**src/hdl/assert_macros.svh**
```systemverilog
// Assertion macros for the hit to sector and pad row mapper.
// Included by the top level; no other dependencies.
`ifndef ASSERT_MACROS_SVH
`define ASSERT_MACROS_SVH

// Consequent must hold in the same cycle as the antecedent.
`define ASSERT_IMPLIES(lbl, clk, rst, ante, cons) \
   lbl: assert property (@(posedge clk) disable iff (rst) (ante) |-> (cons)) \
      else $error("implication check failed");

// Consequent must hold in the cycle after the antecedent.
`define ASSERT_NEXT(lbl, clk, rst, ante, cons) \
   lbl: assert property (@(posedge clk) disable iff (rst) (ante) |=> (cons)) \
      else $error("next-cycle check failed");

`endif

```
**src/hdl/hsp_pkg.sv**
```systemverilog
// Shared types, constants and the arctangent table of the hit mapper.
// No dependencies.
package hsp_pkg;

   localparam int XY_W             = 28;
   localparam int ANG_W            = 18;
   localparam int REM_W            = 20;
   localparam int ATAN_ENTRIES     = 24;
   localparam int SECTORS_DEF      = 12;
   localparam int CORDIC_STEPS_DEF = 16;
   localparam int MARGIN_W         = 655;
   localparam int GAIN_Q16         = 39797;
   localparam int ROW_BITS         = 8;

   localparam logic [2:0] REG_INNER_RADIUS    = 3'd0;
   localparam logic [2:0] REG_BOUNDARY_RADIUS = 3'd1;
   localparam logic [2:0] REG_OUTER_RADIUS    = 3'd2;
   localparam logic [2:0] REG_INNER_PAD_H     = 3'd3;
   localparam logic [2:0] REG_OUTER_PAD_H     = 3'd4;
   localparam logic [2:0] REG_INNER_ROWS      = 3'd5;
   localparam logic [2:0] REG_PHASE_OFFSET    = 3'd6;

   typedef struct packed {
      logic signed [XY_W-1:0]  x;
      logic signed [XY_W-1:0]  y;
      logic signed [ANG_W-1:0] z;
   } cordic_type;

   typedef struct packed {
      logic [4:0]         sector;
      logic [6:0]         base;
      logic signed [17:0] local_across;
      logic [15:0]        local_radial;
      logic signed [16:0] local_z;
      logic               outside;
      logic               sat;
      logic [11:0]        dvs;
      logic [REM_W-1:0]   rem;
      logic [ROW_BITS-1:0] quo;
   } div_type;

   typedef struct packed {
      logic signed [16:0] local_z;
      logic [15:0]        local_radial;
      logic signed [17:0] local_across;
      logic [7:0]         pad_row;
      logic [4:0]         sector;
   } res_type;

   typedef struct packed {
      logic    outside;
      res_type res;
   } out_type;

   function automatic logic signed [ANG_W-1:0] atan_turn(input int idx);
      logic signed [ANG_W-1:0] v;
      unique case (idx)
         0:  v = 18'sd8192;
         1:  v = 18'sd4836;
         2:  v = 18'sd2555;
         3:  v = 18'sd1297;
         4:  v = 18'sd651;
         5:  v = 18'sd326;
         6:  v = 18'sd163;
         7:  v = 18'sd81;
         8:  v = 18'sd41;
         9:  v = 18'sd20;
         10: v = 18'sd10;
         11: v = 18'sd5;
         12: v = 18'sd3;
         13: v = 18'sd1;
         14: v = 18'sd1;
         default: v = 18'sd0;
      endcase
      return v;
   endfunction

endpackage

```
**src/hdl/hsp_div_cell.sv**
```systemverilog
// One restoring-division cell: decides one quotient bit of the pad row.
// Depends on hsp_pkg.
module hsp_div_cell import hsp_pkg::*; #(
   parameter int BIT = 0
) (
   input  logic    clock,
   input  logic    reset,
   input  logic    en,
   input  logic    in_valid,
   input  div_type in_item,
   output logic    out_valid,
   output div_type out_item
);

   logic             valid_ff;
   div_type          item_ff, item_in;
   logic [REM_W-1:0] shifted;

   always_comb begin
      item_in = in_item;
      shifted = REM_W'(in_item.dvs) << BIT;
      if (!in_item.sat && in_item.rem >= shifted) begin
         item_in.rem      = in_item.rem - shifted;
         item_in.quo[BIT] = 1'b1;
      end
   end

   always_ff @(posedge clock) begin
      if (reset) begin
         valid_ff <= 1'b0;
      end else if (en) begin
         valid_ff <= in_valid;
      end
   end

   always_ff @(posedge clock) begin
      if (en) begin
         item_ff <= item_in;
      end
   end

   assign out_valid = valid_ff;
   assign out_item  = item_ff;

endmodule

```
**config.mk**
```make
export PLATFORM = sky130hd
export DESIGN_NAME = hsp_div_cell
export DESIGN_NICKNAME = d
export VERILOG_FILES = /design/src/hdl/assert_macros.svh /design/src/hdl/hsp_pkg.sv /design/src/hdl/hsp_div_cell.sv
export SDC_FILE = /design/constraint.sdc
export NUM_CORES = 1
export LEC_CHECK = 0
export ABC_AREA = 1
export BUFFER_PORTS_ARGS = -buffer_cell sky130_fd_sc_hd__buf_2
export CAP_MARGIN = 5
export CORE_UTILIZATION = 25
export DETAILED_ROUTE_END_ITERATION = 10
export SYNTH_ARGS = -nofsm -noshare
export SYNTH_HDL_FRONTEND = slang
export SYNTH_SLANG_ARGS = --single-unit
```
**constraint.sdc**
```tcl
create_clock -name clock -period 3.55 [get_ports clock]
set_input_delay 0.71 -clock clock [delete_from_list [all_inputs] [get_ports clock]]
set_output_delay 0.71 -clock clock [all_outputs]
set_load 0.02 [all_outputs]
```
==> results.cfg <==
[status]
status = finished, final reports clean

[clocking]
clk_latency_ns = 0.35
cts_sinks = 106
htree_levels = 3
cts_post_setup_buffers_inserted = 0
clockRootBuffer = clkbuf_16
clkTransAtPathRegs_ns = 0.07
cts_tree = done
cts_buffers = 9
cts_buffer_depth = 2
cts_resized = 0
ctsHoldBuffers = 0

[route]
route.detailed.drc = 0
first_pass_iters = 4
wl_per_cell_um = 14.3
drt_wl_total_um = 12000
ant_nets = 0
vias_per_cell = 4.09
num_vias = 3420
drt_iter0_markers = 151

[logic_synthesis]
netlist_area_um2 = 4580
ys_types = 28
syn_nets = 502
yosysWarnings = 0
yosysSeqAreaShare_pct = 69.3
synthFlopType = edfxtp_1
async_flop_share_pct = 0
syn_inst = 380
syn-mean-instance-area_um2 = 12.0
ys_seq_elements = 106
synth-edff-count = 105

[floorplan]
fp.dieH_um = 137
die_width_um = 137
start_util_pct = 25.5
io_pins = 215
die_area_um2 = 18900
core_area_um2 = 18000
rows = 49

[setup_path]
critPathKind = primary input to flop
cp.arrival_ns = 2.57
end_kind = flop
cp-start-kind = primary input
worstPathRequired_ns = 3.64
worstPathMaxFanout = 11
r2r_cells = 2

[sta]
rsz0062_at_grt = no
finalCriticalPeriod_ns = 2.48
finalSetupViolCount = 0
slew_violations = 0
period_share_pct = 69.8
clock.fmax_mhz = 403
relSlewSlack_pct = 69.8
finalHoldViolCount = 0
finClkSkew_ns = 0
setup_tns_ns = 0
tightest_slew_ns = 0.448

[final_layout]
final_common_cell = buf_2
fill_cells = 1832
area_growth_pct = 35.7
drive_above_1_share_pct = 41.4
antenna_cells = 0
multi_input_area_um2 = 1160
fin_area_um2 = 6210
final_cell_mix = buf_2, nand2_1, edfxtp_1
final_nets = 725
regArea_um2 = 3170
final_cells = 837

[global_route]
grt_pass1_vias = 3254
antenna_found_initial = 0
gr-total-overflow = 0
grt_max_degree = 54
grtUsageTotal_pct = 12.4
grt_pass1_wl_um = 17200

[worst_hold_path]
min-delay-path-class = flop to flop
worstHoldPathCells = 2

[placement]
port_buffers = 214
dp_hpwl_um = 9320
dp_cells = 821
gp_congestion = 0.865
post_dp_cell_area_um2 = 5920

[run]
maxCapViolCount = 0

[pwr]
p_leak_nw = 2.87
powerDensity_nw_per_um2 = 489
ir_drop_v = 0.000219
synthesized netlist by cell type (2+ instances only):
cell type,instances,area [um2]
a21oi_1,6,30.0
buf_6,3,33.8
edfxtp_1,105,3150
ha_1,12,150
inv_1,54,203
nand2_1,105,394
nand3_1,13,65.1
nand3_2,3,30.0
nand3b_1,4,30.0
nor2_1,31,116
nor2_2,2,12.5
nor3_1,2,10.0
o21ai_0,3,15.0
o21ai_1,4,20.0
o21ai_2,9,78.8
o21bai_2,3,33.8
xnor2_1,5,43.8
xor2_1,6,52.6
sequential cells by signal (all words and copies together) (netlist names):
register,flops
out_valid,1
out_item,105
path summary, 6_finish.rpt:
path                               start                endpoint  slack, ns
setup / recovery              in_item[8]  out_item[22]$_DFFE_PP_       1.07
hold / removal    out_valid$_SDFFE_PP0P_  out_valid$_SDFFE_PP0P_       0.49
hold reg to reg   out_valid$_SDFFE_PP0P_  out_valid$_SDFFE_PP0P_       0.49
setup reg to reg  out_valid$_SDFFE_PP0P_  out_valid$_SDFFE_PP0P_       2.97
layout make-up:
cell class	count	area share, %
Sequential cell	106	51.1
Multi-Input combinational cell	216	18.7
Timing Repair Buffer	216	17.7
Tap cell	229	4.61
Clock buffer	10	3.69
Inverter	54	3.26
Clock inverter	6	0.927
through the flow:
stage / total power (W) / util, % / worst slack (ns) / hold slack, ns
final: 0.00303 / 34.6 / 1.07 / 0.495
after global routing: 0.00318 / 34.6 / 0.909 / 0.503
after CTS: 0.00309 / 34.6 / 1.07 / 0.488
after detailed placement: 0.00209 / 33.0 / 0.696 / 0.482
after global placement: 0.00209 / 33.0 / 0.791 / 0.478
after floorplan: 0.00186 / - / 1.12 / 0.579
worst max-delay path, cell delays in order:
cell and delay [ns]:
buf_2 0.08, inv_1 0.04, ha_1 0.23, fa_1 0.42, nand3b_1 0.21, nand2_1 0.15
nand3_2 0.11, nand3_2 0.11, nor2_1 0.06, nor2_2 0.35, o21ai_1 0.10
per-layer routing:
metal | up-vias | share of wire (%) | track usage [%]
met5 | - | 0 | 0
met4 | 0 | 0.88 | 3.48
met3 | 6 | 9.1 | 3.64
met2 | 142 | 48 | 21.2
met1 | 1567 | 42 | 15.0
li1 | 1705 | - | -
logic make-up (layout without fill, tap and decap cells):
kind of cell | after synthesis | in the layout | share of synthesized area (%)
multiplexers | 1 | 1 | 0.219
AO/OA/AOI/OAI | 25 | 25 | 3.88
adder cells (fa/ha/maj) | 13 | 13 | 3.72
buffers and inverters | 58 | 286 | 5.33
XOR/XNOR | 11 | 11 | 2.10
AND/OR/NAND/NOR | 166 | 166 | 15.4
flip-flops | 106 | 106 | 69.3
power by group:
part           total [W]  internal (W)  switching (W)
Clock           0.000980      0.000493       0.000487
Sequential       0.00152       0.00150      0.0000245
Combinational   0.000534      0.000183       0.000351
Total            0.00303       0.00217       0.000863
No activity file was read; power rests on OpenSTA's default activity.
