**config.mk**
```make
export PLATFORM = sky130hd
export DESIGN_NAME = hsp_out_queue
export DESIGN_NICKNAME = d
export VERILOG_FILES = /design/src/hdl/assert_macros.svh /design/src/hdl/hsp_pkg.sv /design/src/hdl/hsp_out_queue.sv
export SDC_FILE = /design/constraint.sdc
export NUM_CORES = 1
export LEC_CHECK = 0
export BUFFER_PORTS_ARGS = -buffer_cell sky130_fd_sc_hd__buf_2
export CELL_PAD_IN_SITES_DETAIL_PLACEMENT = 1
export CELL_PAD_IN_SITES_GLOBAL_PLACEMENT = 2
export CORE_MARGIN = 5
export CORE_UTILIZATION = 30
export CTS_CLUSTER_SIZE = 20
export DETAILED_ROUTE_END_ITERATION = 12
export GPL_TIMING_DRIVEN = 0
export HOLD_SLACK_MARGIN = 0.1
export PLACE_DENSITY = 0.67
export SKIP_CTS_REPAIR_TIMING = 1
export SLEW_MARGIN = 20
export SYNTH_ARGS = -nofsm -noshare
export SYNTH_HDL_FRONTEND = slang
export SYNTH_SLANG_ARGS = --single-unit
```
**constraint.sdc**
```tcl
create_clock -name clock -period 7.6 [get_ports clock]
set_input_delay 0 -clock clock [delete_from_list [all_inputs] [get_ports clock]]
set_output_delay 0 -clock clock [all_outputs]
set_load 0.05 [all_outputs]
```
**src/hdl/assert_macros.svh**
```systemverilog
// Assertion macros for the hit to sector and pad row mapper.
// Included by the top level; no other dependencies.
`ifndef ASSERT_MACROS_SVH
`define ASSERT_MACROS_SVH

// Consequent must hold in the same cycle as the antecedent.
`define ASSERT_IMPLIES(lbl, clk, rst, ante, cons) \
   lbl: assert property (@(posedge clk) disable iff (rst) (ante) |-> (cons)) \
      else $error("implication check failed");

// Consequent must hold in the cycle after the antecedent.
`define ASSERT_NEXT(lbl, clk, rst, ante, cons) \
   lbl: assert property (@(posedge clk) disable iff (rst) (ante) |=> (cons)) \
      else $error("next-cycle check failed");

`endif

```
**src/hdl/hsp_pkg.sv**
```systemverilog
// Shared types, constants and the arctangent table of the hit mapper.
// No dependencies.
package hsp_pkg;

   localparam int XY_W             = 28;
   localparam int ANG_W            = 18;
   localparam int REM_W            = 20;
   localparam int ATAN_ENTRIES     = 24;
   localparam int SECTORS_DEF      = 12;
   localparam int CORDIC_STEPS_DEF = 16;
   localparam int MARGIN_W         = 655;
   localparam int GAIN_Q16         = 39797;
   localparam int ROW_BITS         = 8;

   localparam logic [2:0] REG_INNER_RADIUS    = 3'd0;
   localparam logic [2:0] REG_BOUNDARY_RADIUS = 3'd1;
   localparam logic [2:0] REG_OUTER_RADIUS    = 3'd2;
   localparam logic [2:0] REG_INNER_PAD_H     = 3'd3;
   localparam logic [2:0] REG_OUTER_PAD_H     = 3'd4;
   localparam logic [2:0] REG_INNER_ROWS      = 3'd5;
   localparam logic [2:0] REG_PHASE_OFFSET    = 3'd6;

   typedef struct packed {
      logic signed [XY_W-1:0]  x;
      logic signed [XY_W-1:0]  y;
      logic signed [ANG_W-1:0] z;
   } cordic_type;

   typedef struct packed {
      logic [4:0]         sector;
      logic [6:0]         base;
      logic signed [17:0] local_across;
      logic [15:0]        local_radial;
      logic signed [16:0] local_z;
      logic               outside;
      logic               sat;
      logic [11:0]        dvs;
      logic [REM_W-1:0]   rem;
      logic [ROW_BITS-1:0] quo;
   } div_type;

   typedef struct packed {
      logic signed [16:0] local_z;
      logic [15:0]        local_radial;
      logic signed [17:0] local_across;
      logic [7:0]         pad_row;
      logic [4:0]         sector;
   } res_type;

   typedef struct packed {
      logic    outside;
      res_type res;
   } out_type;

   function automatic logic signed [ANG_W-1:0] atan_turn(input int idx);
      logic signed [ANG_W-1:0] v;
      unique case (idx)
         0:  v = 18'sd8192;
         1:  v = 18'sd4836;
         2:  v = 18'sd2555;
         3:  v = 18'sd1297;
         4:  v = 18'sd651;
         5:  v = 18'sd326;
         6:  v = 18'sd163;
         7:  v = 18'sd81;
         8:  v = 18'sd41;
         9:  v = 18'sd20;
         10: v = 18'sd10;
         11: v = 18'sd5;
         12: v = 18'sd3;
         13: v = 18'sd1;
         14: v = 18'sd1;
         default: v = 18'sd0;
      endcase
      return v;
   endfunction

endpackage

```
**src/hdl/hsp_out_queue.sv**
```systemverilog
// Two-entry result queue between the pipeline and the result channel.
// Depends on hsp_pkg.
module hsp_out_queue import hsp_pkg::*; (
   input  logic    clock,
   input  logic    reset,
   input  logic    push,
   input  out_type push_data,
   input  logic    pop_ready,
   output logic    full,
   output logic    valid,
   output out_type data
);

   out_type    ent_ff [2];
   logic       wr_ff, wr_in, rd_ff, rd_in;
   logic [1:0] count_ff, count_in;
   logic       pop;

   assign pop   = pop_ready && (count_ff != 2'd0);
   assign full  = (count_ff == 2'd2);
   assign valid = (count_ff != 2'd0);
   assign data  = ent_ff[rd_ff];

   always_comb begin
      wr_in    = push ? !wr_ff : wr_ff;
      rd_in    = pop ? !rd_ff : rd_ff;
      count_in = count_ff + 2'(push) - 2'(pop);
   end

   always_ff @(posedge clock) begin
      if (reset) begin
         wr_ff    <= 1'b0;
         rd_ff    <= 1'b0;
         count_ff <= 2'd0;
      end else begin
         wr_ff    <= wr_in;
         rd_ff    <= rd_in;
         count_ff <= count_in;
      end
   end

   always_ff @(posedge clock) begin
      if (push) begin
         ent_ff[wr_ff] <= push_data;
      end
   end

endmodule

```
==> results by group, run 1 <==
Finish
  – Syn-to-layout area delta: 45.4%
  – Final net count: 522
  – # diodes: 0
  – Layout cells sized above 1: 0.526

Global routing
  – First-pass GRT wire length: 15200 um
  – Vias in the first global route: 2868
  – Initial antenna violation count: 0
  – Overflow after GRT: 0
  – Largest net degree at the start of global routing: 35
  – Total track usage: 0.102

Routing
  – Via/cell ratio: 4.16
  – WL final: 10500 um
  – Post-DRT Antenna Nets: 0
  – Residual DRC: 0
  – Avg WL per Cell: 15.3 um
  – Initial drt markers: 70
  – Drt first pass iters: 4
  – Via count: 2845

Placement
  – Number of port buffers: 135
  – GPL Wtd Cong: 0.671
  – Dpl hpwl: 6960 um

Critical path
  – Reg-to-reg endpoint: count_ff[0]
  – Worst flop-to-flop path startpoint: count_ff[1]
  – Worst path bufs/invs: 2
  – Startpoint types: flop
  – Critical path capture point type: flop
  – CP required: 7.89 ns
  – Setup CP Type: flop to flop
  – WP data arrival: 2.21 ns
  – Critical path's largest stage delay: 0.54 ns
  – Top cell by count, worst path: ha_1
  – Slowest-stage cell, CP: dlygate4sd3_1
  – Worst Path Max Fanout: 4
  – Levels on crit path: 6
  – Cells along the critical path: o21a_1 -> ha_1 -> inv_1 -> ha_1 -> nor2b_1 -> dlygate4sd3_1
  – Worst Reg-to-Reg Cells: 6
  – CP top delay family: buffers and inverters
  – Flop2flop setup slack: 5.68 ns

Synthesis
  – Post-Syn Instances: 225
  – Syn Nets: 296
  – Leading area contributor after synthesis: edfxtp_1
  – Seq/Total Area, Yosys: 0.779
  – Unique masters post-synth: 15
  – YS warnings: 0
  – Dominant register cell in the synthesized netlist: edfxtp_1
  – Synthesized flop and latch total: 135
  – Post-synth ARST share: 0
  – Post-synthesis cell area: 5140 um2
  – Top cells by area, synth: edfxtp_1 76%, mux2_4 15%, mux2_2 3.7%, dfxtp_1 1.9%, buf_6 1.3%
  – Top cell type's share of synthesized area: 0.760
  – Post-synth top cells: 130 x edfxtp_1, 50 x mux2_4, 17 x mux2_2
  – Syn_area_per_cell: 22.8 um2
  – Cell with the most instances after synthesis: edfxtp_1
  – Number of flops mapped to enable cells by yosys: 130

Timing
  – Final slew viol count: 0
  – Clock skew: 0.00591 ns
  – Unrepaired setup endpoints after global routing: no
  – Max Freq: 520 MHz
  – Setup TNS: 0 ns
  – Setup violations, final: 0
  – Min Clock Period, post-route: 1.92 ns
  – Worst-Margin Slew: 0.770 ns
  – Final worst-path cycle share: 0.253
  – Slew HR: 0.486
  – Final Hold Violating Endpoints: 0

Floorplan
  – Core box area: 16700 um2
  – I/O pin count: 136
  – Die Width: 141 um
  – Die area: 19800 um2
  – Initial Util: 0.308
  – FP Rows: 47
  – Die H: 141 um

Clocking
  – CTS Root Cell: clkbuf_16
  – CTS tree: built
  – Clock tree sinks: 135
  – H-tree depth: 4
  – Number of CTS-inserted buffers: 17
  – Clk Latency, worst-skew pair: 0.41 ns
  – Clock Pin Slew Worst Setup and Hold Paths: 0.06 ns
  – Clock tree buffer depth: 2

Hold path
  – Worst Hold Launch: push_data[50]
  – Hold Path Class: input pin to flop
  – Depth of the worst hold-timing path: 2
  – WHS Endpoint: ent_ff[0][50]

Power and ir drop
  – Tot Pwr: 0.00245 W
  – VDD IR max: 0.203 mV
  – Pwr/cell area: 328 nW/um2
  – P_leak: 2.94 nW

Status
  – Outcome: complete, no violations

Flow run
  – Max-cap violations: 0
==> worst max-delay path by stage <==
stage                           start             to
after floorplan                 wr_ff   ent_ff[0][0]
after global placement          wr_ff  ent_ff[0][41]
after detailed placement        wr_ff  ent_ff[0][36]
after CTS                        flop       data[40]
after global routing      count_ff[1]    count_ff[0]
final                     count_ff[1]    count_ff[0]
==> flip-flops by register name (all words and copies together), names as in the netlist, named ones only <==
register	cells
ent_ff	130
count_ff	2
rd_ff	1
wr_ff	1
==> where the power goes <==
group          internal, W  total [W]  switching [W]
logic             0.000264   0.000716       0.000453
registers         0.000874   0.000891      0.0000168
clock network     0.000547   0.000846       0.000299
==> kinds of logic (layout without fill, tap and decap cells) <==
kind of cell             Yosys count  after routing  share of synthesized area
buffers and inverters              9            248                     0.0156
multiplexers                      67             67                      0.183
AND/OR/NAND/NOR                    9              9                    0.00950
AO/OA/AOI/OAI                      1              1                    0.00146
XOR/XNOR                           2              2                    0.00609
adder cells (fa/ha/maj)            2              2                    0.00487
flip-flops                       135            135                      0.779
==> per-layer routing <==
layer,routed length (um),share of wire,GRT usage
met4,168,0.016,0.0459
met5,0,0,0
met3,619,0.059,0.0413
met2,5560,0.53,0.173
met1,4130,0.39,0.111
==> cells in the final DEF (no fill, tap or decap), drive strengths merged <==
cell type,instances
ha,2
inv,2
dlygate4sd3,69
o21a,1
xnor2,1
edfxtp,130
nor2,3
and2,1
clkinvlp,2
nor2b,4
clkinv,7
or2,1
mux2,67
clkbuf,19
xnor3,1
dfxtp,5
buf,145
bufinv,4
==> metrics by stage <==
stage	util	cell area (um2)	hold WS, ns	cells	setup WS [ns]
floorplan	-	5140	0.0716	225	3.89
global placement	0.365	6090	0.187	580	1.98
detailed placement	0.369	6170	0.192	583	5.99
CTS	0.406	6780	-0.250	615	5.88
global route	0.447	7470	0.299	684	5.61
finish	0.447	7470	0.314	684	5.68
==> layout make-up <==
class	count	area, um2
Fill cell	1647	9230
Sequential cell	135	4000
Timing Repair Buffer	207	1430
Multi-Input combinational cell	81	1060
Clock buffer	19	433
Tap cell	220	275
Clock inverter	13	180
Buffer	7	72.6
Inverter	2	7.51
Note: power is estimated with default switching activity, not from simulation.
==> inputs of run 2 (changes only) <==
Settings changed: PLACE_DENSITY 0.67 to 0.7.
Clock period 7.6 ns to 1.6 ns, I/O delays scaled along.
==> run 2 against run 1 <==
  * Setup slack got worse by 5.6 ns
  * Design area increased by 4.7%
  * Combinational power increased to 5.6 times the previous value
  * Via count decreased by 0.84%
  * Clock skew about the same
  * Register-to-register slack got worse by 5.5 ns
  * Largest cell class unchanged
  * Highest routed layer unchanged
==> results by group, run 2 (same netlist as run 1, synthesis figures left out) <==
Placement
  – DP Cell Count: 583 (unchanged)
  – Dpl hpwl: 7020 um (+0.97%)
  – GPL Wtd Cong: 0.661 (-1.5%)
  – DP Area: 6160 um2 (-0.10%)
  – Number of port buffers: 135 (unchanged)
  – Post-Place Worst Slack: 0.0910 ns (-5.90 ns)

Global routing
  – Initial antenna violation count: 0 (unchanged)
  – Vias in the first global route: 2852 (-0.56%)
  – Overflow after GRT: 0 (unchanged)
  – Total track usage: 0.102 (+0.000520)
  – First-pass GRT wire length: 15400 um (+1.5%)
  – Largest net degree at the start of global routing: 34 (-2.9%)

Critical path
  – Critical path capture point type: output pin
  – WP data arrival: 1.57 ns (-0.64 ns)
  – Worst Path Max Fanout: 10 (+6)
  – Startpoint types: flop
  – Setup CP Type: flop to output pin
  – CP required: 1.60 ns (-6.29 ns)

Floorplan
  – Die H: 141 um (unchanged)
  – I/O pin count: 136 (unchanged)
  – FP Rows: 47 (unchanged)
  – Core box area: 16700 um2 (unchanged)
  – Initial Util: 0.308 (unchanged)
  – Die Width: 141 um (unchanged)
  – Die area: 19800 um2 (unchanged)

Finish
  – Fill cells: 1583 (-3.9%)
  – Commonest non-fill, non-tap cell in the layout: edfxtp_1
  – Largest regs: ent_ff (130), count_ff (2)
  – Layout cells sized above 1: 0.525 (-0.00124)
  – Core Util, Final: 0.468 (+0.0210)
  – Fin cells: 687 (+0.44%)
  – Largest reg by FF count: ent_ff
  – Storage cell area: 4010 um2 (+0.12%)
  – Commonest non-fill, non-tap cells in the layout: 130 x edfxtp_1, 85 x buf_2, 69 x dlygate4sd3_1
  – Final net count: 526 (+0.77%)
  – Max reg flops: 130 (unchanged)
  – Final Instance Area: 7820 um2 (+4.7%)
  – Syn-to-layout area delta: 52.2%
  – # diodes: 0 (unchanged)
  – Multi-input logic area: 1060 um2 (unchanged)

Timing
  – Unrepaired setup endpoints after global routing: yes
  – Worst-Margin Slew: 0.636 ns (-0.134 ns)
  – Slew HR: 0.575 (+0.0894)
  – Clock skew: 0.00558 ns (-0.000331 ns)
  – Max Freq: 637 MHz
  – Final Hold Violating Endpoints: 0 (unchanged)
  – Setup violations, final: 0 (unchanged)
  – Min Clock Period, post-route: 1.57 ns
  – Final worst-path cycle share: 0.982
  – Setup TNS: 0 ns (unchanged)
  – PnR worst setup slack: 0.0292 ns (-5.65 ns)
  – Final slew viol count: 0 (unchanged)

Status
  – Outcome: complete, no violations

Power and ir drop
  – VDD IR max: 0.646 mV (+220%)
  – Pwr/cell area: 1500 nW/um2 (+360%)
  – P_leak: 3.06 nW (+3.8%)

Clocking
  – Clock tree buffer depth: 2 (unchanged)
  – Number of CTS-inserted buffers: 17 (unchanged)
  – Clock Pin Slew Worst Setup and Hold Paths: 0.06 ns (about the same)
  – Clock tree sinks: 135 (unchanged)
  – Clk Latency, worst-skew pair: 0.40 ns (about the same)
  – H-tree depth: 4 (unchanged)
  – CTS Root Cell: clkbuf_16
  – CTS tree: built

Routing
  – Initial drt markers: 115 (+64%)
  – Via/cell ratio: 4.11 (-1.3%)
  – Residual DRC: 0 (unchanged)
  – Via count: 2821 (-0.84%)
  – WL final: 10900 um (+3.6%)
  – Avg WL per Cell: 15.8 um (+3.2%)
  – Drt first pass iters: 4 (unchanged)
  – Post-DRT Antenna Nets: 0 (unchanged)

Hold path
  – Hold Path Class: input pin to flop

Flow run
  – Max-cap violations: 0 (unchanged)
## run 2: where the power goes
part	internal [W]	total, W	leakage, nW	switching (W)
logic	0.00176	0.00400	1.54	0.00224
registers	0.00416	0.00425	1.26	0.0000911
clock network	0.00209	0.00345	0.250	0.00136
## run 2: metrics by stage
| stage | power (W) | hold WS, ns |
|---|---|---|
| floorplan | 0.00692 | 0.0650 |
| finish | 0.0117 | 0.314 |
| CTS | 0.0111 | -0.241 |
| global placement | 0.00755 | 0.187 |
| detailed placement | 0.00761 | 0.193 |
| global route | 0.0122 | 0.296 |
## run 2: path summary, 6_finish.rpt
| kind | from | end | slack, ns | cells past startpoint |
|---|---|---|---|---|
| max reg2reg | wr_ff | ent_ff[0][2] | 0.14 | 2 |
| min | push_data[8] | ent_ff[1][8] | 0.31 | 2 |
| max | flop | data[37] | 0.03 | 4 |
| min reg2reg | rd_ff | rd_ff | 0.60 | 2 |
## run 2: layout make-up
type                       count  share of cell area
clock buffer                  19              0.0554
timing repair buffer         211               0.232
multi-input combinational     81               0.136
clock inverter                12              0.0112
tap                          220              0.0352
buffer                         7              0.0163
inverter                       2            0.000960
sequential                   135               0.513
## run 2: layer usage
metal / vias to the layer above / part of all wire / global-route usage
met5: - / 0 / 0
met4: 0 / 0.014 / 0.0367
met3: 11 / 0.051 / 0.0389
met2: 84 / 0.55 / 0.177
met1: 1380 / 0.39 / 0.114
li1: 1346 / - / -
## run 2: worst max-delay path: stages, from the launching register on
cell,delay (ns)
dfxtp_4,0.39
buf_12,0.15
buf_12,0.15
mux2_4,0.32
buf_8,0.15
