`config.mk`:
```
export PLATFORM = sky130hd
export DESIGN_NAME = hsp_cordic_cell
export DESIGN_NICKNAME = d
export VERILOG_FILES = /design/src/hdl/assert_macros.svh /design/src/hdl/hsp_pkg.sv /design/src/hdl/hsp_cordic_cell.sv
export SDC_FILE = /design/constraint.sdc
export NUM_CORES = 1
export LEC_CHECK = 0
export ABC_AREA = 0
export BUFFER_PORTS_ARGS = -buffer_cell sky130_fd_sc_hd__clkbuf_2
export CAP_MARGIN = 20
export CORE_ASPECT_RATIO = 0.8
export CORE_MARGIN = 2
export CORE_UTILIZATION = 30
export DETAILED_ROUTE_END_ITERATION = 10
export GPL_TIMING_DRIVEN = 0
export SYNTH_ARGS = -nofsm -noshare
export SYNTH_HDL_FRONTEND = slang
export SYNTH_SLANG_ARGS = --single-unit
```
`constraint.sdc`:
```
create_clock -name clock -period 3.5 [get_ports clock]
set_input_delay 0.7 -clock clock [delete_from_list [all_inputs] [get_ports clock]]
set_output_delay 0.7 -clock clock [all_outputs]
set_load 0.1 [all_outputs]
```
`src/hdl/assert_macros.svh`:
```
// Assertion macros for the hit to sector and pad row mapper.
// Included by the top level; no other dependencies.
`ifndef ASSERT_MACROS_SVH
`define ASSERT_MACROS_SVH

// Consequent must hold in the same cycle as the antecedent.
`define ASSERT_IMPLIES(lbl, clk, rst, ante, cons) \
   lbl: assert property (@(posedge clk) disable iff (rst) (ante) |-> (cons)) \
      else $error("implication check failed");

// Consequent must hold in the cycle after the antecedent.
`define ASSERT_NEXT(lbl, clk, rst, ante, cons) \
   lbl: assert property (@(posedge clk) disable iff (rst) (ante) |=> (cons)) \
      else $error("next-cycle check failed");

`endif

```
`src/hdl/hsp_pkg.sv`:
```
// Shared types, constants and the arctangent table of the hit mapper.
// No dependencies.
package hsp_pkg;

   localparam int XY_W             = 28;
   localparam int ANG_W            = 18;
   localparam int REM_W            = 20;
   localparam int ATAN_ENTRIES     = 24;
   localparam int SECTORS_DEF      = 12;
   localparam int CORDIC_STEPS_DEF = 16;
   localparam int MARGIN_W         = 655;
   localparam int GAIN_Q16         = 39797;
   localparam int ROW_BITS         = 8;

   localparam logic [2:0] REG_INNER_RADIUS    = 3'd0;
   localparam logic [2:0] REG_BOUNDARY_RADIUS = 3'd1;
   localparam logic [2:0] REG_OUTER_RADIUS    = 3'd2;
   localparam logic [2:0] REG_INNER_PAD_H     = 3'd3;
   localparam logic [2:0] REG_OUTER_PAD_H     = 3'd4;
   localparam logic [2:0] REG_INNER_ROWS      = 3'd5;
   localparam logic [2:0] REG_PHASE_OFFSET    = 3'd6;

   typedef struct packed {
      logic signed [XY_W-1:0]  x;
      logic signed [XY_W-1:0]  y;
      logic signed [ANG_W-1:0] z;
   } cordic_type;

   typedef struct packed {
      logic [4:0]         sector;
      logic [6:0]         base;
      logic signed [17:0] local_across;
      logic [15:0]        local_radial;
      logic signed [16:0] local_z;
      logic               outside;
      logic               sat;
      logic [11:0]        dvs;
      logic [REM_W-1:0]   rem;
      logic [ROW_BITS-1:0] quo;
   } div_type;

   typedef struct packed {
      logic signed [16:0] local_z;
      logic [15:0]        local_radial;
      logic signed [17:0] local_across;
      logic [7:0]         pad_row;
      logic [4:0]         sector;
   } res_type;

   typedef struct packed {
      logic    outside;
      res_type res;
   } out_type;

   function automatic logic signed [ANG_W-1:0] atan_turn(input int idx);
      logic signed [ANG_W-1:0] v;
      unique case (idx)
         0:  v = 18'sd8192;
         1:  v = 18'sd4836;
         2:  v = 18'sd2555;
         3:  v = 18'sd1297;
         4:  v = 18'sd651;
         5:  v = 18'sd326;
         6:  v = 18'sd163;
         7:  v = 18'sd81;
         8:  v = 18'sd41;
         9:  v = 18'sd20;
         10: v = 18'sd10;
         11: v = 18'sd5;
         12: v = 18'sd3;
         13: v = 18'sd1;
         14: v = 18'sd1;
         default: v = 18'sd0;
      endcase
      return v;
   endfunction

endpackage

```
`src/hdl/hsp_cordic_cell.sv`:
```
// One CORDIC micro-rotation cell, vectoring or rotating, with a side tag.
// Depends on hsp_pkg.
module hsp_cordic_cell import hsp_pkg::*; #(
   parameter int STEP   = 0,
   parameter bit VECTOR = 1'b1,
   parameter int TAG_W  = 1
) (
   input  logic             clock,
   input  logic             reset,
   input  logic             en,
   input  logic             in_valid,
   input  cordic_type       in_vec,
   input  logic [TAG_W-1:0] in_tag,
   output logic             out_valid,
   output cordic_type       out_vec,
   output logic [TAG_W-1:0] out_tag
);

   logic                    valid_ff;
   cordic_type              vec_ff, vec_in;
   logic [TAG_W-1:0]        tag_ff;
   logic signed [XY_W-1:0]  dx, dy;
   logic signed [ANG_W-1:0] turn;
   logic                    up;

   always_comb begin
      dx   = in_vec.y >>> STEP;
      dy   = in_vec.x >>> STEP;
      turn = atan_turn(STEP);
      up   = VECTOR ? (in_vec.y > 0) : (in_vec.z < 0);
      if (up) begin
         vec_in.x = in_vec.x + dx;
         vec_in.y = in_vec.y - dy;
         vec_in.z = in_vec.z + turn;
      end else begin
         vec_in.x = in_vec.x - dx;
         vec_in.y = in_vec.y + dy;
         vec_in.z = in_vec.z - turn;
      end
   end

   always_ff @(posedge clock) begin
      if (reset) begin
         valid_ff <= 1'b0;
      end else if (en) begin
         valid_ff <= in_valid;
      end
   end

   always_ff @(posedge clock) begin
      if (en) begin
         vec_ff <= vec_in;
         tag_ff <= in_tag;
      end
   end

   assign out_valid = valid_ff;
   assign out_vec   = vec_ff;
   assign out_tag   = tag_ff;

endmodule

```
==> flow_summary.yaml, run 1 <==
run_status:
  outcome: "completed"
setup_path:
  cp-end-kind: "flop"
  timing.rr.end: "out_valid$_SDFFE_PP0P_"
  r2r_setup_slack_ns: 2.92
  worst-path-max-fanout: 10
  crit_chain: "clkbuf_2 > nor4_1 > nand4_1 > nor2_2 > nor2_1 > clkbuf_1 > buf_1 > a21oi_1 > xnor2_1"
  critPathMaxStageDelay_ns: 0.69
  path_buf_inv: 3
  critical-path-top-delay-family: "buffers and inverters"
  crit_arrival_ns: 3.52
  worstSetupPathType: "in2reg"
  reg2regPathDepth: 2
  cp-start-kind: "primary input"
  r2r-start: "out_valid$_SDFFE_PP0P_"
  slowest_stage: "buf_1"
  worst_ep_required_time_ns: 3.60
hold_path:
  worst_hold_path_type: "reg2reg"
  holdPathEnd: "out_valid$_SDFFE_PP0P_"
  min_path_cells: 2
  hp-start: "out_valid$_SDFFE_PP0P_"
sta:
  setup_viol: 0
  tightest_slew_ns: 0.863
  finalClockSkew_ns: 0
  fin_crit_ns: 3.42
  max_freq_ghz: 0.292
  slew-limit-headroom_pct: 42.1
  rsz0062_at_grt: "false"
  hold_viol: 0
  setup_tns_ns: 0
  holdWs_ns: 0.503
  maxSlewViolCount: 0
  fin_crit_sh_pct: 97.8
placement:
  placed_cells: 1266
  globalplace.congestion: 0.912
  hpwl_mm: 19.9
  port_buffers: 154
global_route:
  grt_pass1_vias: 6204
  antenna_found_initial: 0
  grt_max_degree: 58
  grt_pass1_wl_mm: 36.3
  overflow: 0
  track_usage_pct: 19.1
pwr:
  powerDensity_nw_per_um2: 495
  p_leak_uw: 0.00378
  irDropWorstVdd_mv: 0.182
yosys:
  syn_nets: 975
  yosys_warnings: 0
  synth_ff_type: "edfxtp_1"
  async_flop_share_pct: 0
  synth-edff-count: 74
  synth_top_area_share_pct: 31.2
  synthesis.area_sq_um: 7110
  ys_seq_area_share_pct: 31.5
  syn_inst: 799
  synth.avg_cell_area_sq_um: 8.90
  ys_types: 71
  ys_ff_latch: 75
  yosysTopAreaCell: "edfxtp_1"
  ys_top_cells_by_area: "edfxtp_1 31%, ha_1 16%, a21oi_1 6.0%"
floorplanning:
  die_x_microns: 176
  core_sq_um: 23300
  dieArea_sq_um: 25000
  initial_core_util_pct: 30.5
  ios: 155
  fp-row-count: 50
  fp.dieH_microns: 142
job:
  cap_viol_max_count: 0
finish:
  antennaDiodeCount: 0
  n_fill_cell: 2455
  num-nets-final: 1140
  fin_cells: 1281
  areaGrowthSynthToFinish_pct: 21.2
  layout-drive-gt1-share_pct: 20.2
cts:
  cts.sinks: 75
  cts_tree: "yes"
  cts-buffers-inserted: 9
  clk_pin_slew_ns: 0.06
  clockBufferDepth: 2
  clockRootBuffer: "clkbuf_16"
  clock_latency_ns: 0.34
  cts_max_level: 3
detailed_routing:
  drtIter0Drc: 721
  totalWireLength_mm: 24.1
  via_count: 6696
  first_pass_iters: 5
  routedWlPerCell_microns: 18.8
  ant_nets: 0
  via_per_inst: 5.23
  drc: 0
layout make-up:
cell class / instances / area, sq um / share of cell area, %
buffer: 34 / 149 / 1.73
clock buffer: 9 / 225 / 2.61
clock inverter: 7 / 67.6 / 0.783
inverter: 83 / 312 / 3.61
multi-input combinational: 606 / 4440 / 51.5
sequential: 75 / 2240 / 26.0
tap: 312 / 390 / 4.53
timing repair buffer: 155 / 801 / 9.28
what timing repair did:
item / in CTS / in global routing
pin swaps: 0 / 1
setup buffers: 0 / 0
endpoints found under the setup margin: 2 / 10
resized for setup: 1 / 6
hold buffers: 0 / 0
tightest hold or removal path, stage by stage, from the launching register on:
cell and delay (ns):
dfxtp_1 0.33, mux2i_1 0.06, nor2_1 0.08
worst max-delay path by stage:
stage                          start                     to  slack, ns  cells past startpoint
after floorplan           in_vec[19]  out_vec[71]$_DFFE_PP_       0.57                     10
after global placement    in_vec[23]  out_vec[17]$_DFFE_PP_      -0.63                     12
after detailed placement  in_vec[23]  out_vec[17]$_DFFE_PP_      -0.65                     12
after CTS                 in_vec[23]  out_vec[17]$_DFFE_PP_       0.03                     12
after global routing      in_vec[20]  out_vec[72]$_DFFE_PP_       0.02                     12
final                     in_vec[44]  out_vec[58]$_DFFE_PP_       0.08                      9
through the flow:
step | util [%] | setup slack [ns] | area [sq um] | power [uW]
6_report | 37.0 | 0.0770 | 8620 | 4270
3_3_place_gp | 35.5 | -0.630 | 8280 | 3330
2_1_floorplan | - | 0.566 | 7110 | 2870
5_1_grt | 37.0 | 0.0168 | 8620 | 4440
4_1_cts | 36.9 | 0.0293 | 8600 | 4270
3_5_place_dp | 35.6 | -0.650 | 8310 | 3340
logic make-up (layout without fill, tap and decap cells):
group,Yosys count,in the layout,synth area share (%)
AO/OA/AOI/OAI,255,255,22.8
AND/OR/NAND/NOR,185,185,13.0
buffers and inverters,118,288,6.51
adder cells (fa/ha/maj),97,97,17.5
flip-flops,75,75,31.5
XOR/XNOR,57,57,7.02
multiplexers,12,12,1.69
cells in the final DEF (no fill, tap or decap), types with 20 or more instances in the layout:
cell      synthesis  layout
clkbuf_1         22      20
edfxtp_1         74      74
o21ai_0          55      55
a21oi_1          86      86
ha_1             93      93
inv_1            82      82
clkbuf_2          0     153
nand2_1          33      33
nor2_1           58      57
xnor2_1          49      49
metal layers:
| metal | GRT usage (%) | up-vias | routed length (microns) |
|---|---|---|---|
| met4 | 4.61 | 0 | 276 |
| met1 | 29.6 | 3132 | 11900 |
| li1 | - | 3209 | - |
| met5 | 0 | - | 0 |
| met2 | 25.7 | 334 | 9250 |
| met3 | 4.88 | 21 | 2600 |
power breakdown:
group	total, uW	leakage [uW]	switching [uW]	internal [uW]
Combinational	2150	0.00291	1690	454
Clock	916	0.000139	367	549
Sequential	1200	0.000732	35.1	1170
Total	4270	0.00378	2090	2170
flip-flops by register name, indices dropped and copies added, names as in the netlist:
register   cells
out_tag        1
out_vec       73
out_valid      1
synth_stat cells (12+ instances only):
cell type / count
nor2_1: 58
o21ai_0: 55
clkbuf_1: 22
ha_1: 93
a21oi_1: 86
nand2_1: 33
inv_1: 82
nor2b_1: 13
a21o_1: 12
nand3_1: 12
xnor2_1: 49
nor4_1: 14
nor3_1: 14
mux2i_1: 12
edfxtp_1: 74
(Power assumes the default switching activity.)
==> run 2: changes to the inputs <==
Settings changed: CORE_UTILIZATION 30 to 56, PLACE_DENSITY from default to 0.82.
==> run 2 against run 1 <==
Against the previous run: clock power down 0.7%; clock skew unchanged; largest cell class unchanged; critical path type unchanged; largest power group unchanged; combinational power about the same; critical path depth up 2; final cell count down 11%; utilization up 32 points.
==> flow_summary.yaml, run 2 (same netlist as run 1, synthesis figures left out) <==
placement:
  hpwl_mm: 17.7
  pre_cts_ws_ns: -0.385
  port_buffers: 154
  placed_cells: 1125
  globalplace.congestion: 1.01
cts:
  post_cts_buffers: 0
  clockRootBuffer: "clkbuf_16"
  cts_tree: "yes"
  cts-buffers-inserted: 9
  cts.sinks: 75
  clockBufferDepth: 2
  holdBufCountCts: 0
  clock_latency_ns: 0.33
  clk_pin_slew_ns: 0.06
  cts_max_level: 3
floorplanning:
  initial_core_util_pct: 57.9
  dieArea_sq_um: 13600
  fp.dieH_microns: 105
  core_sq_um: 12300
  fp-row-count: 36
  ios: 155
  die_x_microns: 130
global_route:
  grt_max_degree: 75
  overflow: 0
  antenna_found_initial: 0
  grt_pass1_wl_mm: 32.8
  grt_pass1_vias: 6040
  track_usage_pct: 31.3
sta:
  rsz0062_at_grt: "false"
  holdWs_ns: 0.500
  setup_tns_ns: 0
  max_freq_ghz: 0.293
  finalClockSkew_ns: 0
  fin_crit_sh_pct: 97.5
  hold_viol: 0
  setup_viol: 0
  fin_crit_ns: 3.41
  setup_slack_ns: 0.0878
  tightest_slew_ns: 0.845
  maxSlewViolCount: 0
  slew-limit-headroom_pct: 43.2
finish:
  antennaDiodeCount: 0
  largest_register_ffs: 73
  layout-drive-gt1-share_pct: 20.2
  final_common_cell: "clkbuf_2"
  n_fill_cell: 1032
  areaGrowthSynthToFinish_pct: 18.7
  final_cell_mix: "153 x clkbuf_2, 93 x ha_1, 86 x a21oi_1, 82 x inv_1, 74 x edfxtp_1"
  fin_cells: 1139
  num-nets-final: 1139
detailed_routing:
  via_count: 6953
  via_per_inst: 6.10
  totalWireLength_mm: 21.6
  drtIter0Drc: 927
  drc: 0
  ant_nets: 0
  first_pass_iters: 6
  routedWlPerCell_microns: 19.0
job:
  cap_viol_max_count: 0
setup_path:
  worst-path-max-fanout: 10
  crit_arrival_ns: 3.48
  worst_ep_required_time_ns: 3.57
  cp-start-kind: "primary input"
  cp-end-kind: "flop"
  worstSetupPathType: "in2reg"
pwr:
  powerDensity_nw_per_um2: 504
  irDropWorstVdd_mv: 0.360
  finalPower_uw: 4260
  p_leak_uw: 0.00378
run_status:
  outcome: "completed"
hold_path:
  worst_hold_path_type: "reg2reg"
run 2: repair_timing:
action | in CTS | in global routing
gates resized for setup | 0 | 5
pin swaps | 0 | 0
endpoints found under the setup margin | 1 | 8
run 2: final cells by class:
| type | count | area [sq um] | area share, % |
|---|---|---|---|
| Buffer | 33 | 144 | 1.70 |
| Clock buffer | 9 | 225 | 2.67 |
| Multi-Input combinational cell | 606 | 4430 | 52.5 |
| Sequential cell | 75 | 2240 | 26.6 |
| Inverter | 83 | 315 | 3.73 |
| Timing Repair Buffer | 155 | 801 | 9.48 |
| Clock inverter | 7 | 73.8 | 0.874 |
| Tap cell | 171 | 214 | 2.53 |
run 2: critical path: stages:
cell	delay [ns]
clkbuf_2	0.13
inv_1	0.07
ha_1	0.31
buf_2	0.25
inv_1	0.18
a221o_1	0.31
nor4_1	0.55
a2111oi_2	0.21
o31ai_1	0.41
a21oi_1	0.18
xnor2_1	0.17
run 2: where the power goes:
part | internal [uW] | total [uW] | switching (uW) | leakage, uW
combinational | 455 | 2140 | 1690 | 0.00290
sequential | 1170 | 1210 | 37.1 | 0.000732
clock | 555 | 910 | 355 | 0.000146
run 2: per-stage QoR:
step | utilization, % | cell area [sq um]
detailed placement | 66.1 | 8130
global placement | 65.9 | 8100
finish | 68.7 | 8440
CTS | 68.5 | 8420
floorplan | - | 7110
global route | 68.7 | 8440
run 2: worst paths after layout:
path                          start                     end  slack (ns)  depth (start not counted)
max reg2reg  out_valid$_SDFFE_PP0P_  out_valid$_SDFFE_PP0P_        2.92                          2
max                      in_vec[32]   out_vec[73]$_DFFE_PP_        0.09                         11
min reg2reg  out_valid$_SDFFE_PP0P_  out_valid$_SDFFE_PP0P_        0.50                          2
min          out_valid$_SDFFE_PP0P_  out_valid$_SDFFE_PP0P_        0.50                          2
run 2: per-layer routing:
| metal | global-route usage [%] | up-vias | part of all wire (%) | routed length, microns |
|---|---|---|---|---|
| li1 | - | 3216 | - | - |
| met1 | 49.0 | 3201 | 45 | 9770 |
| met2 | 41.5 | 508 | 38 | 8320 |
| met3 | 10.8 | 28 | 15 | 3300 |
| met4 | 5.45 | 0 | 1.2 | 257 |
| met5 | 0 | - | 0 | 0 |
==> run 3: changes to the inputs <==
Settings changed: REMOVE_ABC_BUFFERS from default to 1.
==> run 3 against run 2 <==
Against the previous run: clock-buffer cell count is 1 higher; final cell count down 2.8%; worst hold slack improved by 0.0043 ns; sequential share of layout area up 0.21 points; fmax increased by 2.3%; combinational power is 2% lower; flip-flop and latch count stayed put; clock power is 21% higher; utilization is 0.53 points lower; wire length shrank 4.0%.
==> flow_summary.yaml, run 3 (same netlist as run 1, synthesis figures left out) <==
detailed_routing:
  via_count: 6729
  routedWlPerCell_microns: 18.8
  via_per_inst: 6.08
  first_pass_iters: 6
  drc: 0
  totalWireLength_mm: 20.8
  drtIter0Drc: 709
  ant_nets: 0
cts:
  clock_latency_ns: 0.34
  cts_tree: "yes"
  post_cts_buffers: 0
  clockRootBuffer: "clkbuf_16"
  cts.sinks: 75
  clk_pin_slew_ns: 0.06
  cts_max_level: 3
  cts-buffers-inserted: 9
  clockBufferDepth: 2
setup_path:
  crit_arrival_ns: 3.41
  worstSetupPathType: "in2reg"
  worst_ep_required_time_ns: 3.57
  worst-path-max-fanout: 14
  cp-start-kind: "primary input"
  cp-end-kind: "flop"
sta:
  setup_viol: 0
  holdWs_ns: 0.504
  fin_crit_ns: 3.34
  slew-limit-headroom_pct: 50.6
  tightest_slew_ns: 0.735
  maxSlewViolCount: 0
  fin_crit_sh_pct: 95.3
  rsz0062_at_grt: "false"
  setup_tns_ns: 0
  finalClockSkew_ns: 0
  hold_viol: 0
  max_freq_ghz: 0.300
finish:
  multi_input_area_sq_um: 4440
  antennaDiodeCount: 0
  areaGrowthSynthToFinish_pct: 17.8
  final_common_cell: "clkbuf_2"
  final_cell_mix: "153 x clkbuf_2, 93 x ha_1, 86 x a21oi_1, 82 x inv_1, 74 x edfxtp_1"
  final_util_pct: 68.1
  stdcell_area_sq_um: 8380
  n_fill_cell: 1010
  largest_register_ffs: 73
  layout-drive-gt1-share_pct: 20.2
  register_area_sq_um: 2240
  num-nets-final: 1107
floorplanning:
  fp.dieH_microns: 105
  initial_core_util_pct: 57.9
  die_x_microns: 130
  dieArea_sq_um: 13600
  fp-row-count: 36
  core_sq_um: 12300
  ios: 155
global_route:
  antenna_found_initial: 0
  grt_max_degree: 70
  grt_pass1_wl_mm: 31.4
  track_usage_pct: 29.9
  overflow: 0
  grt_pass1_vias: 5949
placement:
  port_buffers: 154
  hpwl_mm: 16.0
  globalplace.congestion: 1.04
  placed_area_sq_um: 8010
pwr:
  finalPower_uw: 4400
  p_leak_uw: 0.00375
  powerDensity_nw_per_um2: 525
  irDropWorstVdd_mv: 0.367
job:
  cap_viol_max_count: 0
hold_path:
  worst_hold_path_type: "in2reg"
run_status:
  outcome: "completed"
[run 3: cell count changes in the layout (fill, tap and decap cells not counted), moves of 2 or more]
cell        change
nor4_1          -2
bufinv_16       +2
buf_2           -7
nor4_2          +2
clkbuf_1       -19
clkinvlp_4      -2
buf_1           -4
[run 3: worst paths after layout]
path / startpoint / to / cells after the start / slack, ns
worst max-delay path: in_vec[20] / out_vec[71]$_DFFE_PP_ / 11 / 0.16
worst min-delay path: reset / out_valid$_SDFFE_PP0P_ / 2 / 0.50
worst max register to register: out_valid$_SDFFE_PP0P_ / out_valid$_SDFFE_PP0P_ / 2 / 2.90
worst min register to register: out_valid$_SDFFE_PP0P_ / out_valid$_SDFFE_PP0P_ / 2 / 0.51
[run 3: area by class of cell]
cell class | instances | area share [%]
multi-input combinational | 606 | 53.0
clock buffer | 10 | 2.73
inverter | 83 | 3.78
sequential | 75 | 26.8
clock inverter | 6 | 1.34
timing repair buffer | 156 | 9.80
tap | 171 | 2.55
[run 3: repair_timing]
action / CTS / global route
resized for setup: 2 / 5
hold buffers: 0 / 0
endpoints found under the setup margin: 2 / 6
[run 3: report_power, final]
part	internal, uW	total [uW]	switching (uW)
clock network	700	1100	400
logic	448	2100	1650
registers	1170	1200	33.8
total	2320	4400	2080
[run 3: critical path: stages]
cell and delay (ns):
clkbuf_2 0.12, inv_1 0.05, ha_1 0.48, a211oi_1 0.32, nor2_1 0.15, o31a_1 0.35
a21boi_1 0.31, o211ai_1 0.23, a221o_1 0.39, mux2i_1 0.18, xnor2_1 0.12
[run 3: through the flow]
step           setup WS (ns)  std cells
2_1_floorplan          -2.58        764
3_3_place_gp           -4.94       1089
3_5_place_dp          -0.492       1091
4_1_cts               0.0444       1107
5_1_grt               0.0336       1107
6_report               0.164       1107
[run 3: metal layers]
layer | track usage [%] | part of all wire, % | vias up
li1 | - | - | 3144
met2 | 41.8 | 41 | 419
met5 | 0 | 0 | -
met1 | 45.6 | 44 | 3136
met3 | 7.42 | 13 | 30
met4 | 8.14 | 1.6 | 0
